`src/rtl/core/bre_pkg.sv`:
```
// Package with the shared types, codes and defaults of the bitmap range engine.
`timescale 1ns / 1ps

package bre_pkg;

  localparam int unsigned MAX_BITS_DEF  = 1024;
  localparam int unsigned WORD_BITS_DEF = 32;
  localparam int unsigned POS_W         = 10;
  localparam int unsigned SIZE_W        = 11;

  localparam logic [SIZE_W-1:0] MAP_SIZE_RST = 11'd1024;

  localparam logic [1:0] OP_SET   = 2'd0;
  localparam logic [1:0] OP_CLEAR = 2'd1;
  localparam logic [1:0] OP_READ  = 2'd2;
  localparam logic [1:0] OP_FIND  = 2'd3;

  typedef struct packed {
    logic [1:0]       operation;
    logic [POS_W-1:0] start_pos;
    logic [POS_W-1:0] end_pos;
    logic             wanted_value;
  } bre_req_t;

  typedef struct packed {
    logic             status;
    logic             bit_read;
    logic             found;
    logic [POS_W-1:0] found_pos;
  } bre_rsp_t;

  typedef struct packed {
    logic             hit;
    logic [POS_W-1:0] hit_pos;
  } bre_scan_t;

endpackage

```
`src/rtl/core/bre_ram.sv`:
```
// Generic single-write, single-read RAM with registered read data.
`timescale 1ns / 1ps

module bre_ram #(
  parameter int unsigned WIDTH  = 32,
  parameter int unsigned DEPTH  = 32,
  parameter int unsigned ADDR_W = (DEPTH > 1) ? $clog2(DEPTH) : 1
) (
  input  logic              clk_i,
  input  logic              we_i,
  input  logic [ADDR_W-1:0] waddr_i,
  input  logic [WIDTH-1:0]  wdata_i,
  input  logic [ADDR_W-1:0] raddr_i,
  output logic [WIDTH-1:0]  rdata_o
);

  logic [WIDTH-1:0] mem_q [DEPTH];
  logic [WIDTH-1:0] rdata_q;

  always_ff @(posedge clk_i) begin
    if (we_i) begin
      mem_q[waddr_i] <= wdata_i;
    end
    rdata_q <= mem_q[raddr_i];
  end

  assign rdata_o = rdata_q;

endmodule

```
`src/rtl/core/bre_word_unit.sv`:
```
// Word unit: range mask, set/clear merge and lowest-match search over one store word.
`timescale 1ns / 1ps

module bre_word_unit
  import bre_pkg::*;
#(
  parameter int unsigned WORD_BITS = WORD_BITS_DEF,
  parameter int unsigned CMP_W     = 16
) (
  input  logic [WORD_BITS-1:0] word_i,
  input  logic [CMP_W-1:0]     base_i,
  input  logic [POS_W-1:0]     start_pos_i,
  input  logic [POS_W-1:0]     end_pos_i,
  input  logic                 wanted_i,
  input  logic                 set_i,
  output logic [WORD_BITS-1:0] new_word_o,
  output bre_scan_t            scan_o
);

  localparam int unsigned IDX_W = (WORD_BITS > 1) ? $clog2(WORD_BITS) : 1;

  logic [WORD_BITS-1:0] mask;
  logic [WORD_BITS-1:0] match;
  logic [IDX_W-1:0]     idx;
  logic [CMP_W-1:0]     pos;
  logic [CMP_W-1:0]     sum;

  // A bit is in range when its absolute position lies in start..end.
  always_comb begin
    for (int b = 0; b < WORD_BITS; b++) begin
      pos     = base_i + CMP_W'(b);
      mask[b] = (pos >= CMP_W'(start_pos_i)) && (pos <= CMP_W'(end_pos_i));
    end
  end

  assign new_word_o = set_i ? (word_i | mask) : (word_i & ~mask);
  assign match      = (wanted_i ? word_i : ~word_i) & mask;

  // Priority encoder: walking down leaves the lowest matching index.
  always_comb begin
    idx = '0;
    for (int b = WORD_BITS - 1; b >= 0; b--) begin
      if (match[b]) begin
        idx = IDX_W'(b);
      end
    end
  end

  assign sum            = base_i + CMP_W'(idx);
  assign scan_o.hit     = |match;
  assign scan_o.hit_pos = sum[POS_W-1:0];

endmodule

```
`src/rtl/core/bitmap_range_engine.sv`:
```
// Top level of the bitmap range engine: request sequencer, bit store and result register.
`timescale 1ns / 1ps

// Channel   Direction  Ports                     Transfer
// request   in         start, busy, req_i        at a rising edge with start high, busy low
// result    out        done_o, rsp_o             the one cycle in which done_o is high
// config    in         cfg_we_i, cfg_wdata_i     at a rising edge with cfg_we_i high
//
// A request walks the store one word per cycle, starting at word 0 and stopping at the
// word that holds the last position of the range (the read position for a read), or
// earlier when a find meets its first match; a rejected request walks no words.
// The store has a single read port and one shared word unit. Reset clears the word
// valid bits at once, so the store reads as all zeros with no clearing pass.
// The receiver cannot stall: each result is shown for exactly one cycle.

module bitmap_range_engine
  import bre_pkg::*;
#(
  parameter int unsigned MAX_BITS  = MAX_BITS_DEF,
  parameter int unsigned WORD_BITS = WORD_BITS_DEF
) (
  input  logic              clk_i,
  input  logic              rst_ni,
  input  logic              start,
  output logic              busy,
  input  bre_req_t          req_i,
  output logic              done_o,
  output bre_rsp_t          rsp_o,
  input  logic              cfg_we_i,
  input  logic [SIZE_W-1:0] cfg_wdata_i
);

  // Store geometry and the width used for the position comparisons in the word walk and the size checks.
  localparam int unsigned WORDS  = (MAX_BITS + WORD_BITS - 1) / WORD_BITS;
  localparam int unsigned ADDR_W = (WORDS > 1) ? $clog2(WORDS) : 1;
  localparam int unsigned SPAN_W = $clog2(WORDS * WORD_BITS + WORD_BITS + 1);
  localparam int unsigned CMP_W  = (SPAN_W > SIZE_W) ? SPAN_W : SIZE_W;

  localparam logic [1:0] ST_IDLE = 2'd0;
  localparam logic [1:0] ST_SCAN = 2'd1;
  localparam logic [1:0] ST_DONE = 2'd2;

  logic [1:0]          state_q, state_d;
  logic [SIZE_W-1:0]   map_size_q;
  logic [WORDS-1:0]    valid_q, valid_d;
  logic [ADDR_W-1:0]   word_q, word_d;
  logic [CMP_W-1:0]    base_q, base_d;
  logic [1:0]          op_q, op_d;
  logic [POS_W-1:0]    start_q, start_d;
  logic [POS_W-1:0]    end_q, end_d;
  logic                want_q, want_d;
  bre_rsp_t            rsp_q, rsp_d;
  logic                done_q, done_d;

  logic [CMP_W-1:0]     size_ext;
  logic [CMP_W-1:0]     eff_size;
  logic                 accept;
  logic                 bad_req;
  logic                 last_word;
  logic                 is_write;
  logic                 ram_we;
  logic [ADDR_W-1:0]    ram_raddr;
  logic [WORD_BITS-1:0] ram_rdata;
  logic [WORD_BITS-1:0] cur_word;
  logic [WORD_BITS-1:0] new_word;
  bre_scan_t            scan;

  // A size above the store capacity behaves as the capacity.
  assign size_ext = CMP_W'(map_size_q);
  assign eff_size = (size_ext > CMP_W'(MAX_BITS)) ? CMP_W'(MAX_BITS) : size_ext;

  assign accept = start && !busy;
  assign busy   = (state_q != ST_IDLE);

  // Range checks are made once, when the request is taken.
  always_comb begin
    if (req_i.operation == OP_READ) begin
      bad_req = CMP_W'(req_i.start_pos) >= eff_size;
    end else begin
      bad_req = (CMP_W'(req_i.end_pos) >= eff_size) || (req_i.start_pos > req_i.end_pos);
    end
  end

  assign is_write  = (op_q == OP_SET) || (op_q == OP_CLEAR);
  assign last_word = (base_q + CMP_W'(WORD_BITS)) > CMP_W'(end_q);

  // A word never written since reset reads as zero.
  assign cur_word = valid_q[word_q] ? ram_rdata : '0;

  bre_word_unit #(
    .WORD_BITS (WORD_BITS),
    .CMP_W     (CMP_W)
  ) u_word_unit (
    .word_i      (cur_word),
    .base_i      (base_q),
    .start_pos_i (start_q),
    .end_pos_i   (end_q),
    .wanted_i    (want_q),
    .set_i       (op_q == OP_SET),
    .new_word_o  (new_word),
    .scan_o      (scan)
  );

  // The read for the next word is issued while the current one is merged and, for a set or
  // clear, written back, so the reads and the write-backs overlap.
  assign ram_we    = (state_q == ST_SCAN) && is_write;
  assign ram_raddr = (state_q == ST_SCAN) ? (word_q + ADDR_W'(1)) : '0;

  bre_ram #(
    .WIDTH  (WORD_BITS),
    .DEPTH  (WORDS),
    .ADDR_W (ADDR_W)
  ) u_store (
    .clk_i   (clk_i),
    .we_i    (ram_we),
    .waddr_i (word_q),
    .wdata_i (new_word),
    .raddr_i (ram_raddr),
    .rdata_o (ram_rdata)
  );

  always_comb begin
    state_d = state_q;
    valid_d = valid_q;
    word_d  = word_q;
    base_d  = base_q;
    op_d    = op_q;
    start_d = start_q;
    end_d   = end_q;
    want_d  = want_q;
    rsp_d   = rsp_q;
    done_d  = 1'b0;

    unique case (state_q)
      ST_IDLE: begin
        if (accept) begin
          // A read is a one-position range looking for a set bit.
          op_d    = req_i.operation;
          start_d = req_i.start_pos;
          end_d   = (req_i.operation == OP_READ) ? req_i.start_pos : req_i.end_pos;
          want_d  = (req_i.operation == OP_READ) ? 1'b1 : req_i.wanted_value;
          word_d  = '0;
          base_d  = '0;
          rsp_d   = '0;
          if (bad_req) begin
            rsp_d.status = 1'b1;
            state_d      = ST_DONE;
          end else begin
            state_d = ST_SCAN;
          end
        end
      end
      ST_SCAN: begin
        if (is_write) begin
          valid_d[word_q] = 1'b1;
        end
        if (op_q == OP_READ) begin
          rsp_d.bit_read = rsp_q.bit_read | scan.hit;
        end
        if ((op_q == OP_FIND) && scan.hit) begin
          rsp_d.found     = 1'b1;
          rsp_d.found_pos = scan.hit_pos;
          state_d         = ST_DONE;
        end else if (last_word) begin
          state_d = ST_DONE;
        end else begin
          word_d = word_q + ADDR_W'(1);
          base_d = base_q + CMP_W'(WORD_BITS);
        end
      end
      ST_DONE: begin
        done_d  = 1'b1;
        state_d = ST_IDLE;
      end
      default: begin
        state_d = ST_IDLE;
      end
    endcase
  end

  always_ff @(posedge clk_i or negedge rst_ni) begin
    if (!rst_ni) begin
      state_q    <= ST_IDLE;
      valid_q    <= '0;
      map_size_q <= MAP_SIZE_RST;
      done_q     <= 1'b0;
    end else begin
      state_q <= state_d;
      valid_q <= valid_d;
      done_q  <= done_d;
      if (cfg_we_i) begin
        map_size_q <= cfg_wdata_i;
      end
    end
  end

  always_ff @(posedge clk_i) begin
    word_q  <= word_d;
    base_q  <= base_d;
    op_q    <= op_d;
    start_q <= start_d;
    end_q   <= end_d;
    want_q  <= want_d;
    rsp_q   <= rsp_d;
  end

  assign done_o = done_q;
  assign rsp_o  = rsp_q;

endmodule

```
`config.mk`:
```
export PLATFORM = sky130hd
export DESIGN_NAME = bitmap_range_engine
export DESIGN_NICKNAME = d
export VERILOG_FILES = /design/src/rtl/core/bre_pkg.sv /design/src/rtl/core/bre_ram.sv /design/src/rtl/core/bre_word_unit.sv /design/src/rtl/core/bitmap_range_engine.sv
export SDC_FILE = /design/constraint.sdc
export NUM_CORES = 2
export LEC_CHECK = 0
export ABC_AREA = 1
export BUFFER_PORTS_ARGS = -buffer_cell sky130_fd_sc_hd__buf_4
export CAP_MARGIN = 25
export CELL_PAD_IN_SITES_DETAIL_PLACEMENT = 1
export CELL_PAD_IN_SITES_GLOBAL_PLACEMENT = 1
export CORE_ASPECT_RATIO = 0.5
export CORE_MARGIN = 3
export CORE_UTILIZATION = 55
export CTS_CLUSTER_SIZE = 8
export DETAILED_ROUTE_END_ITERATION = 8
export PLACE_DENSITY = 0.87
export SYNTH_ARGS = -nofsm -noshare
export SYNTH_HDL_FRONTEND = slang
export SYNTH_HIERARCHICAL = 1
export SYNTH_SLANG_ARGS = --single-unit
```
`constraint.sdc`:
```
create_clock -name clk_i -period 11.9 [get_ports clk_i]
set_input_delay 1.19 -clock clk_i [delete_from_list [all_inputs] [get_ports clk_i]]
set_output_delay 1.19 -clock clk_i [all_outputs]
set_load 0.02 [all_outputs]
```
== Word level (Yosys, flattened, before mapping) ==
Memory sizes are Yosys's and may differ from the RTL's. A register that Yosys moved wholly into a read port is not among the register bits.
Index checks and enable logic that the tools add are counted.

* Bits in writable memories: 1024
* Memories kept: 1
* Flip-flop bits (word level): 98
* Input bits: 38
* Word-level logic and storage cells: 253
* Output and inout bits: 15

{| class="wikitable"
|+ Memories
! name !! depth !! width !! read ports !! clocked after memory_dff !! wr ports !! RTL line !! text
|-
| u_store.mem_q || 32 || 32 || 1 || 1 || 1 || bre_ram.sv:17 || <nowiki>logic [WIDTH-1:0] mem_q [DEPTH];</nowiki>
|}

* Magnitude comparators: 71
* Reductions and logical operators: 50
* Equality and inequality tests: 12
* Add/sub/neg operators: 34
* Bitwise operators: 7
* Muxes and demuxes: 64

{| class="wikitable"
|+ Operators by type and width
! kind !! number
|-
| $ge 11x10->1 || 32
|-
| $le 11x10->1 || 32
|-
| $mux 5 || 36
|-
| $add 11x5->11 const B || 16
|-
| $mux 32 || 3
|-
| $add 11x4->11 const B || 8
|-
| $and 32x32->32 || 2
|-
| $not 32->32 || 2
|-
| $or 32x32->32 || 2
|-
| $mux 11 || 5
|-
| $add 11x3->11 const B || 4
|-
| $logic_and 1x1->1 || 36
|-
| $reduce_or 32->1 || 1
|-
| $pmux 12 s2 || 1
|-
| $add 11x2->11 const B || 2
|-
| $ge 10x11->1 || 2
|-
| $pmux 11 s2 || 1
|-
| $mux 12 || 1
|-
| $add 11x1->11 const B || 1
|-
| $add 11x6->11 const B || 1
|-
| $gt 11x10->1 || 1
|-
| $gt 11x11->1 const B || 1
|-
| $add 10x5->10 || 1
|-
| $gt 10x10->1 || 1
|-
| other kinds (23) || 46
|}

== Logic depth before layout (Yosys ltp) ==
* Word-level depth: 41
* Depth in mapped cells: 59
* Depth with buffers taken out: 58

== By module ==
Netlist, hierarchy kept.

{| class="wikitable"
|+ Modules (own cells, without submodules)
! module !! instances !! seq. area each (µm²) !! area each (µm²) !! cells each
|-
| bre_ram || 1 || 31390.1 || 42405.7 || 3536
|-
| bre_word_unit || 1 || 0.0 || 15720.1 || 2400
|-
| bitmap_range_engine || 1 || 2563.7 || 5225.0 || 606
|}

== Least setup slack after synthesis ==
Ideal clock, no wire load.

* Kind: register -> register
* Start point: register base_q[6]
* End point: register rsp_q, in the netlist rsp_o[0], data pin
* Data required time: 11635 ps
* Cell stages (with the launch flop): 46
* Period minus slack after synthesis: 4550 ps
* Arrival: 4286 ps
* Setup time: 265 ps
* Buffers on the path: 2
* Slack: 7350 ps
* Cells stage by stage: edfxtp_1 -> buf_1 -> buf_1 -> xor2_1 -> ha_1 -> a21oi_1 -> nand2_1 -> nor2_1 -> nand2_1 -> nand2_1 -> nand2_1 -> a21oi_1 -> nand3_1 -> nand2_1 -> nand2_1 -> nand2_1 -> nand2_1 -> nand2_1 -> [10 not listed] -> nand2_1 -> nand2_1 -> nand2_1 -> nand2_1 -> nand2_1 -> nand2_1 -> nand2_1 -> nand2_1 -> nand2_1 -> nand2_1 -> nand2_1 -> nand2_1 -> nand2_1 -> nand2_1 -> a21oi_2 -> ha_1 -> inv_1 -> nor2_1

{| class="wikitable"
|+ RTL lines
! element !! RTL line !! text
|-
| from (decl) || bitmap_range_engine.sv:47 || <nowiki>logic [CMP_W-1:0] base_q, base_d;</nowiki>
|-
| from (signal assigned) || bitmap_range_engine.sv:199 || <nowiki>base_q <= base_d;</nowiki>
|-
| to (signal assigned) || bitmap_range_engine.sv:204 || <nowiki>rsp_q <= rsp_d;</nowiki>
|-
| to (decl) || bitmap_range_engine.sv:52 || <nowiki>bre_rsp_t rsp_q, rsp_d;</nowiki>
|}

== Worst setup path in the final report ==
* Start point: register state_q[1]
* End point: register u_store.rdata_q[16], in the netlist u_store/rdata_o[16], read port of u_store.mem_q

* Longest elaborated chain between the ends: 2

{| class="wikitable"
|+ Ends and longest elaborated chain
! element !! RTL line !! text
|-
| from (decl) || bitmap_range_engine.sv:43 || <nowiki>logic [1:0] state_q, state_d;</nowiki>
|-
| from (signal assigned) || bitmap_range_engine.sv:188 || <nowiki>state_q <= state_d;</nowiki>
|-
| $eq 2x1->1 || bitmap_range_engine.sv:107 || <nowiki>assign ram_raddr = (state_q == ST_SCAN) ? (word_q + ADDR_W'(1)) : '0;</nowiki>
|-
| $mux 5 || bitmap_range_engine.sv:107 ||
|-
| net ram_raddr[0] || bitmap_range_engine.sv:62 || <nowiki>logic [ADDR_W-1:0] ram_raddr;</nowiki>
|-
| to (decl) || bre_ram.sv:18 || <nowiki>logic [WIDTH-1:0] rdata_q;</nowiki>
|}

The timed path passes the listed nets, and every way through them passes these cells.
A chain may end at the register's enable or synchronous reset.

==> impl_metrics.py <==
metrics = {
    "timing": {
        "tightest_slew_ns": 1.24,
        "fin_crit_ns": 6.09,
        "fin_setup_tns_ns": 0,
        "finalSetupViolations": 0,
        "clock_skew_ns": 0.0561,
        "post-route-period-util_pct": 51.2,
        "finalHoldViolations": 0,
        "max_clock_freq_mhz": 164,
        "rsz0062_at_grt": "false",
        "finalWorstSetupSlack_ns": 5.81,
        "slew_headroom_pct": 17.6,
        "drv_slew": 0,
    },
    "grt": {
        "grt_first_pass_wirelength_um": 388000,
        "gr-total-overflow": 0,
        "grt_usage_pct": 43.9,
        "grt_pass1_vias": 58700,
        "grt_max_degree": 247,
        "antenna_found_initial": 10,
    },
    "floorplanning": {
        "die_y_um": 246,
        "core_area_um2": 113000,
        "io_pins": 53,
        "rows": 87,
        "die_w_um": 486,
        "start_util_pct": 55.9,
        "dieArea_um2": 120000,
    },
    "worst_setup_path": {
        "crit_path_frequent_cell": "nand2_1",
        "worstSetupPathType": "register to register",
        "r2r_slack_ns": 5.81,
        "cp-startpoint": "state_q[1]",
        "path_delay_family": "buffers and inverters",
        "rr_worst_depth": 15,
        "cp_data_arrival_time_ns": 6.73,
        "worstPathCellList": "inv_1, nand2_1, nor2_4, buf_4, inv_16, buf_4, buf_4, nand2_1, nand3_1, nand3_1, nand2_1, nand2_1, nand2_1, nand2_1, nand2_1",
        "cp-end-kind": "register",
        "crit_buf_inv": 5,
        "path_max_fanout": 246,
        "max_stage_delay_ns": 1.02,
        "start_kind": "register",
        "crit_slowest_cell": "buf_4",
        "r2r_end": "u_store/rdata_o[16]",
        "r2r_start": "state_q[1]",
        "required_ns": 12.55,
    },
    "routing": {
        "wirelength_um": 266000,
        "vias_per_cell": 6.80,
        "drt_iter0_markers": 8452,
        "vias": 56200,
        "drc": 0,
        "first_pass_iters": 8,
        "antenna_left": 0,
        "wire_per_inst_um": 32.2,
    },
    "clocking": {
        "cts-root-buf": "clkbuf_16",
        "cts_tree": "built",
        "hold_buffers": 0,
        "cts_max_level": 4,
        "cts_max_path_buffers": 3,
        "cts.sinks": 1149,
        "ctsResizeCount": 0,
        "cts_setup_buffers": 0,
        "worstSkewPairLatency_ns": 0.80,
        "cts_inserted_buffers": 161,
        "path_clk_slew_ns": 0.06,
    },
    "cells_and_area": {
        "final_nets": 7218,
        "syn2layout_area_growth_pct": 10.9,
        "most-common-layout-cells": "nand2_1, edfxtp_1, nand3_1",
        "final_common_cell": "nand2_1",
        "layout-drive-gt1-share_pct": 7.23,
    },
    "place": {
        "io_buffers": 52,
        "dp_hpwl_um": 147000,
        "dp_slack_ns": 6.38,
        "finalWeightedCongestion": 0.984,
    },
    "status": {
        "status": "finished clean",
    },
    "logic_synthesis": {
        "ys_seq_area_share_pct": 53.6,
        "syn_avg_cell_area_um2": 9.68,
        "synth_edf_count": 1071,
        "postSynth.asyncResetShare_pct": 4.00,
        "synthFlopType": "edfxtp_1",
        "syn_area_um2": 63400,
        "ys_types": 65,
        "synth_warnings": 6,
        "synthCells": 6542,
        "ys_seq_elements": 1149,
    },
    "run": {
        "drv_cap": 0,
    },
    "power_and_ir_drop": {
        "peakVddDrop_mv": 0.191,
        "pwr_density_cell_nw_per_um2": 268,
        "power.leakage_nw": 29.1,
    },
    "min_path": {
        "hold_path_class": "primary input to async pin",
    },
}
worst max path at each step:
| stage | end | depth (start not counted) |
|---|---|---|
| global placement | rsp_o[6] | 16 |
| floorplan | rsp_o[0] | 45 |
| detailed placement | rsp_o[10] | 21 |
| CTS | rsp_o[8] | 21 |
| global route | u_store/rdata_o[16] | 15 |
| finish | u_store/rdata_o[16] | 15 |
cell type report:
| cell class | count | area [um^2] |
|---|---|---|
| Antenna cell | 2 | 5.00 |
| Fill cell | 12400 | 43200 |
| Clock buffer | 230 | 4400 |
| Clock inverter | 10 | 214 |
| Tap cell | 1513 | 1890 |
| Inverter | 390 | 1500 |
| Timing Repair Buffer | 191 | 1470 |
| Multi-Input combinational cell | 4779 | 26800 |
| Sequential cell | 1149 | 34000 |
per-layer routing:
layer | GRT usage, % | share of wire (%)
met5 | 0 | 0.020
met4 | 26.5 | 7.2
met3 | 12.1 | 13
met2 | 69.7 | 45
met1 | 53.8 | 35
per-stage QoR:
stage	total power [mW]	utilization [%]	cell area [um^2]	cells	hold slack, ns
after floorplan	10.8	-	63500	6594	0.425
after global placement	13.1	57.8	65500	8011	0.441
after CTS	18.4	61.9	70200	8257	0.420
after global routing	19.6	61.9	70300	8263	0.450
final	18.9	61.9	70300	8264	0.428
after detailed placement	13.6	57.8	65600	8017	0.450
power breakdown:
| part | leakage (nW) | switching [mW] | internal, mW | total (mW) |
|---|---|---|---|---|
| Combinational | 16.2 | 6.36 | 2.24 | 8.60 |
| Clock | 2.22 | 1.90 | 2.55 | 4.45 |
| Sequential | 10.7 | 0.133 | 5.67 | 5.80 |
cells in the mapped netlist, types with 21 or more instances:
library cell  instances  share of area, %
a21oi_1             284               2.2
dfrtp_1              45               1.8
ha_1                507                10
nor3_1               47              0.37
a31oi_1              30              0.30
clkbuf_1             52              0.31
a21o_1               29              0.34
xnor2_1              30              0.41
buf_2                90              0.71
nor2_1              305               1.8
buf_4                26              0.31
buf_1                33              0.20
buf_6                72               1.3
xor2_1              170               2.4
o21bai_1             36              0.43
inv_1               372               2.2
dfxtp_1              32               1.0
o21ai_0             136               1.1
edfxtp_1           1071                51
a211oi_1             21              0.25
nand2_1            2019                12
nand4_1              56              0.55
nand3_1             900               7.1
kinds of logic after synthesis:
logic type	share of synthesized area (%)
buf+inv	5.20
xor+xnor	2.77
flops	53.6
mux	0.196
compound gates	5.82
other cells	0.00592
fa+ha+maj	10.0
simple gates	22.4
flip-flops by register name, indices dropped and copies added (netlist names):
register / cells
end_q: 10
valid_q: 32
base_q: 6
done_o: 1
u_store/mem_q: 1024
u_store/rdata_o: 32
state_q: 2
op_q: 2
map_size_q: 11
rsp_o: 13
word_q: 5
start_q: 10
want_q: 1
Power figures use the tool's default switching activity.
